`src/design/rphc_pkg.sv`:
```
// ----------------------------------------------------------------------------
// rphc_pkg
// Shared types and constants for the RPC reply header checker.
// ----------------------------------------------------------------------------
package rphc_pkg;

    localparam int DATA_W  = 32;
    localparam int ADDR_W  = 3;
    localparam int BYTE_W  = 8;
    localparam int SKIP_W  = 33;

    // Register indexes (byte address divided by four)
    localparam logic [ADDR_W-3:0] REG_EXPECTED_XID = '0;

    localparam logic [31:0] MSG_TYPE_REPLY   = 32'd1;
    localparam logic [31:0] REPLY_ACCEPTED   = 32'd0;
    localparam logic [31:0] ACCEPT_SUCCESS   = 32'd0;

    typedef enum logic [2:0] {
        PH_XID   = 3'd0,
        PH_TYPE  = 3'd1,
        PH_RSTAT = 3'd2,
        PH_VFLAV = 3'd3,
        PH_VSIZE = 3'd4,
        PH_VSKIP = 3'd5,
        PH_ASTAT = 3'd6,
        PH_DATA  = 3'd7
    } phase_t;

    typedef enum logic [2:0] {
        ST_OK       = 3'd0,
        ST_TRUNC    = 3'd1,
        ST_XID      = 3'd2,
        ST_NOTREPLY = 3'd3,
        ST_DENIED   = 3'd4,
        ST_ACCEPT   = 3'd5
    } status_t;

    typedef struct packed {
        logic              payload_valid;
        logic [BYTE_W-1:0] payload_byte;
        logic              message_done;
        status_t           status;
    } result_t;

endpackage

```
`src/design/rphc_parser.sv`:
```
// ----------------------------------------------------------------------------
// rphc_parser
// Header state machine: word assembly, field checks, verifier skip.
// ----------------------------------------------------------------------------
module rphc_parser (
    input  logic                        clk,
    input  logic                        rst_n,
    input  logic                        advance,
    input  logic [rphc_pkg::BYTE_W-1:0] data_byte,
    input  logic                        last_byte,
    input  logic [31:0]                 match_xid,
    output rphc_pkg::result_t           result
);
    import rphc_pkg::*;

    phase_t            phase_reg, phase_next, phase_upd;
    logic [1:0]        biw_reg, biw_next;
    logic [31:0]       word_reg, word_next;
    logic [SKIP_W-1:0] skip_reg, skip_next;
    status_t           perr_reg, perr_next, perr_upd;

    logic              early;
    logic [SKIP_W-1:0] padded;
    logic [SKIP_W-1:0] skip_dec;

    assign early    = (phase_reg inside {PH_XID, PH_TYPE, PH_RSTAT});
    assign padded   = ({1'b0, word_next} + SKIP_W'(3)) & ~SKIP_W'(3);
    assign skip_dec = skip_reg - SKIP_W'(1);
    assign word_next = {word_reg[23:0], data_byte};

    // Next state
    always_comb
    begin
        phase_upd = phase_reg;
        biw_next  = biw_reg;
        skip_next = skip_reg;
        perr_upd  = perr_reg;
        if (perr_reg != ST_OK && !early)
        begin
            // drop bytes until the end of the message
        end
        else if (phase_reg == PH_VSKIP)
        begin
            skip_next = skip_dec;
            if (skip_dec == '0)
            begin
                phase_upd = PH_ASTAT;
            end
        end
        else if (phase_reg == PH_DATA)
        begin
        end
        else
        begin
            biw_next = biw_reg + 2'd1;
            if (biw_reg == 2'd3)
            begin
                case (phase_reg)
                    PH_XID:
                    begin
                        if (word_next != match_xid && perr_reg == ST_OK)
                            perr_upd = ST_XID;
                        phase_upd = PH_TYPE;
                    end
                    PH_TYPE:
                    begin
                        if (word_next != MSG_TYPE_REPLY && perr_reg == ST_OK)
                            perr_upd = ST_NOTREPLY;
                        phase_upd = PH_RSTAT;
                    end
                    PH_RSTAT:
                    begin
                        if (word_next != REPLY_ACCEPTED && perr_reg == ST_OK)
                            perr_upd = ST_DENIED;
                        phase_upd = PH_VFLAV;
                    end
                    PH_VFLAV:
                    begin
                        phase_upd = PH_VSIZE;
                    end
                    PH_VSIZE:
                    begin
                        skip_next = padded;
                        phase_upd = (padded != '0) ? PH_VSKIP : PH_ASTAT;
                    end
                    default:
                    begin
                        if (word_next != ACCEPT_SUCCESS && perr_reg == ST_OK)
                            perr_upd = ST_ACCEPT;
                        phase_upd = PH_DATA;
                    end
                endcase
            end
        end
        if (last_byte)
        begin
            biw_next  = '0;
            skip_next = '0;
        end
    end

    assign phase_next = last_byte ? PH_XID : phase_upd;
    assign perr_next  = last_byte ? ST_OK : perr_upd;

    // Result for the current item; the status looks at the state after
    // this byte has been taken in
    always_comb
    begin
        result = '{payload_valid: 1'b0, payload_byte: '0, message_done: 1'b0,
                   status: ST_OK};
        if (phase_reg == PH_DATA && perr_reg == ST_OK)
        begin
            result.payload_valid = 1'b1;
            result.payload_byte  = data_byte;
        end
        if (last_byte)
        begin
            result.message_done = 1'b1;
            if (phase_upd inside {PH_XID, PH_TYPE, PH_RSTAT})
                result.status = ST_TRUNC;
            else if (perr_upd != ST_OK)
                result.status = perr_upd;
            else if (phase_upd == PH_DATA)
                result.status = ST_OK;
            else
                result.status = ST_TRUNC;
            if (result.status != ST_OK)
            begin
                result.payload_valid = 1'b0;
                result.payload_byte  = '0;
            end
        end
    end

    always_ff @(posedge clk or negedge rst_n)
    begin
        if (!rst_n)
        begin
            phase_reg <= PH_XID;
            biw_reg   <= '0;
            word_reg  <= '0;
            skip_reg  <= '0;
            perr_reg  <= ST_OK;
        end
        else if (advance)
        begin
            phase_reg <= phase_next;
            biw_reg   <= biw_next;
            word_reg  <= last_byte ? 32'd0 : word_next;
            skip_reg  <= skip_next;
            perr_reg  <= perr_next;
        end
    end

endmodule

```
`config.mk`:
```
export PLATFORM = sky130hd
export DESIGN_NAME = rphc_parser
export DESIGN_NICKNAME = d
export VERILOG_FILES = /design/src/design/rphc_pkg.sv /design/src/design/rphc_parser.sv
export SDC_FILE = /design/constraint.sdc
export NUM_CORES = 1
export LEC_CHECK = 0
export BUFFER_PORTS_ARGS = -buffer_cell sky130_fd_sc_hd__buf_2
export CAP_MARGIN = 20
export CORE_AREA = 2 2 126 128
export CTS_CLUSTER_SIZE = 25
export DETAILED_ROUTE_END_ITERATION = 10
export DIE_AREA = 0 0 128 130
export GPL_TIMING_DRIVEN = 0
export SETUP_SLACK_MARGIN = 0.05
export SYNTH_ARGS = -nofsm -noshare
export SYNTH_HDL_FRONTEND = slang
export SYNTH_SLANG_ARGS = --single-unit
```
`constraint.sdc`:
```
create_clock -name clk -period 6.89 [get_ports clk]
set_input_delay 0.689 -clock clk [delete_from_list [all_inputs] [get_ports clk]]
set_output_delay 0.689 -clock clk [all_outputs]
set_load 0.005 [all_outputs]
```
==> results by group <==
Run status
  • Status: finished, final reports clean

Clock tree
  • Reg clk slew, reported paths: 0.05 ns
  • Cts bufs inserted: 9
  • # Post-CTS Setup Buffers: 0
  • Clock root buffer: clkbuf_16
  • CTS tree: built
  • Clk buf depth: 2
  • Clock latency on the worst-skew pair: 0.35 ns
  • Post-cts resize count: 0
  • H-tree depth: 3
  • # clock sinks: 65
  • CTS Hold Buffers Added: 0

Critical path
  • FF-to-FF path depth: 13
  • Critical path class: register to output pin
  • Crit path required time: 6.20 ns
  • Critical Path End Type: output pin
  • CP max-delay cell: nor4_2
  • Worst Path Arrival: 3.90 ns
  • Worst r2r dst: phase_reg[1]
  • Crit Reg-Reg Startpoint: skip_reg[0]
  • CP Launch Type: register
  • CP Max Fanout: 10
  • R2R Setup Slk: 3.08 ns
  • Crit-path cells: nand4_2, nor4_2, nand4_1, mux2i_1, or4_1, nor3_2, nand2_1, a31oi_1, a21boi_1, buf_2
  • Crit-path max cell delay: 0.79 ns

STA
  • Final Hold Vio Count: 0
  • Final setup fails: 0
  • Final setup margin: 2.30 ns
  • Setup TNS Final: 0 ns
  • Worst Clk Skew: 0.00875 ns
  • Min Tclk post-route: 4.59 ns
  • RSZ-0062 raised after global routing: false
  • Final period util: 66.6%
  • Final Max Tran Viols: 0
  • Slew headroom: 42.3%
  • Worst slew pin tran: 0.859 ns
  • F_max: 218 MHz

Floorplan
  • Row cnt: 46
  • Die Wd: 128 um
  • Core area: 15400 sq um
  • Die area: 16600 sq um
  • I/O pin total: 57
  • Initial Util: 36.8%
  • Die height: 130 um

Job
  • MaxCap Viol Count: 0

Logic synthesis
  • Post-synth EDFFs: 0
  • Post-synth top area cell: dfrtp_1
  • Ys Warns: 0
  • Synth Net Count: 778
  • Post-synth top flop: dfrtp_1
  • Area contributors post-synth: dfrtp_1, o21ai_0, xor2_1
  • Count of unique library cells instantiated by Yosys: 76
  • Register area share after synthesis: 28.7%
  • Yosys top cell area share: 28.7%
  • Avg Cell Area, Syn: 7.76 sq um
  • Asr flop ratio synth: 100%
  • Cell area after synthesis: 5680 sq um
  • Post-Synthesis Cells: 731
  • Yosys reg bits: 65

Final layout
  • Layout Cells excl Fill: 988
  • Max reg flops: 33
  • Area of the multi-input gates: 3540 sq um
  • Area growth syn-to-layout: 14.2%
  • Layout cells sized above 1: 14.3%
  • Fin nets: 838
  • FF/Latch Area: 1630 sq um
  • Fillers: 1606
  • N_diodes: 0

Route
  • Vias per cell: 5.90
  • Pre-antenna DRT Iters: 7
  • Iter 0 DRT Violations: 675
  • WL final: 19800 um
  • Antenna viol nets, final: 0
  • Number of remaining DRC errors: 0
  • Drt wl/cell: 20.1 um
  • Vias: 5831

GRT
  • Vias in the first global route: 5398
  • Initial antenna violation count: 0
  • First-pass GRT wire length: 31200 um
  • Gr usage total: 24.5%
  • Total congestion overflow: 0
  • Largest net degree at the start of global routing: 66

Power
  • Logic pwr share: 27.8%
  • Clock Power Share: 37.1%
  • Switching power: 430 uW
  • PD cells: 192 nW/um^2
  • P_leak: 2.63 nW
  • Maximum vdd drop: 0.0000993 V
  • Flop pwr share: 35.1%
  • Internal: 815 uW
  • Sw Ratio: 34.5%

Placement
  • Pre-CTS WS: 2.42 ns
  • GP Congestion: 1.00
  • Port buffer count: 48
  • Post-Place Cells: 972
  • Dpl hpwl: 14500 um

Hold path
  • Hold crit path type: input port to async pin
==> area by class of cell <==
cell class              instances  share of cell area, %
plain buffers                  65                   6.06
clock buffers                  14                   4.38
clock inverters                 2                  0.154
inverters                      31                   1.80
multi-input cells             570                   54.6
flip-flops and latches         65                   25.1
well taps                     192                   3.71
repair buffers                 49                   4.17
==> per-stage QoR <==
stage	instance area (sq um)	power [mW]	util, %	hold slack (ns)
after floorplan	5680	0.672	-	0.393
after global placement	6160	0.779	39.9	0.504
after detailed placement	6190	0.782	40.1	0.511
after CTS	6480	1.24	42.0	0.354
after global routing	6480	1.30	42.0	0.367
final	6480	1.24	42.0	0.320
==> cells in the final DEF, fill, tap and decap left out, types with 12 or more instances in the layout <==
cell / count
nand3_1: 20
xor2_1: 39
inv_1: 31
nor2_1: 57
nor4_1: 31
nand2_1: 58
xnor2_1: 28
clkbuf_8: 12
nor3_1: 30
nand4_1: 12
dfrtp_1: 65
nand3b_1: 26
clkbuf_1: 41
o21ai_0: 89
a21oi_1: 34
buf_2: 54
==> worst max-delay path: cells and delay by family, from the launching register on <==
family	cells	cell delay [ns]
simple gates	6	2.28
flops	1	0.54
compound gates	2	0.36
mux	1	0.21
buf+inv	1	0.14
==> per-layer routing <==
layer  global-route usage [%]  share of wire, %  wire length, um
met2                     38.4                44             8800
met5                        0                 0                0
met4                     10.6               2.9              575
met3                     3.49               8.4             1660
met1                     33.9                44             8810
==> worst max-delay path by stage <==
stage	start	slack, ns	end
2_1_floorplan	data_byte[2]	3.13	result[0]
3_3_place_gp	data_byte[6]	2.39	result[0]
3_5_place_dp	data_byte[6]	2.42	result[0]
4_1_cts	word_reg[1]	2.37	result[0]
5_1_grt	word_reg[1]	2.18	result[0]
6_report	word_reg[1]	2.30	result[0]
==> power groups by stage <==
stage / Clock, mW / Combinational (mW) / Sequential (mW)
final: 0.462 / 0.346 / 0.437
after global routing: 0.481 / 0.379 / 0.440
after CTS: 0.466 / 0.341 / 0.436
after detailed placement: 0 / 0.339 / 0.442
after global placement: 0 / 0.338 / 0.442
after floorplan: 0 / 0.238 / 0.434
==> Yosys cell counts (5+ instances only) <==
cell / n
a21oi_1: 34
a31oi_1: 7
a32oi_1: 5
and2_1: 10
buf_2: 7
clkbuf_1: 40
clkbuf_8: 8
dfrtp_1: 65
inv_1: 31
nand2_1: 58
nand3_1: 20
nand3b_1: 26
nand4_1: 12
nor2_1: 57
nor3_1: 30
nor4_1: 31
o21ai_0: 89
o22ai_1: 7
o31ai_1: 7
or2_2: 6
or3_1: 9
or4_1: 10
xnor2_1: 28
xor2_1: 39
==> cell families after synthesis <==
| logic type | count (synthesis) | share of synthesized area, % |
|---|---|---|
| buffers and inverters | 96 | 8.97 |
| adders and majority gates | 3 | 0.661 |
| and+or+nand+nor | 307 | 30.3 |
| xor gates and xnor gates | 67 | 10.3 |
| DFF | 65 | 28.7 |
| muxes | 5 | 0.926 |
| AOI/OAI and AO/OA | 188 | 20.1 |
Power figures use the tool's default switching activity.
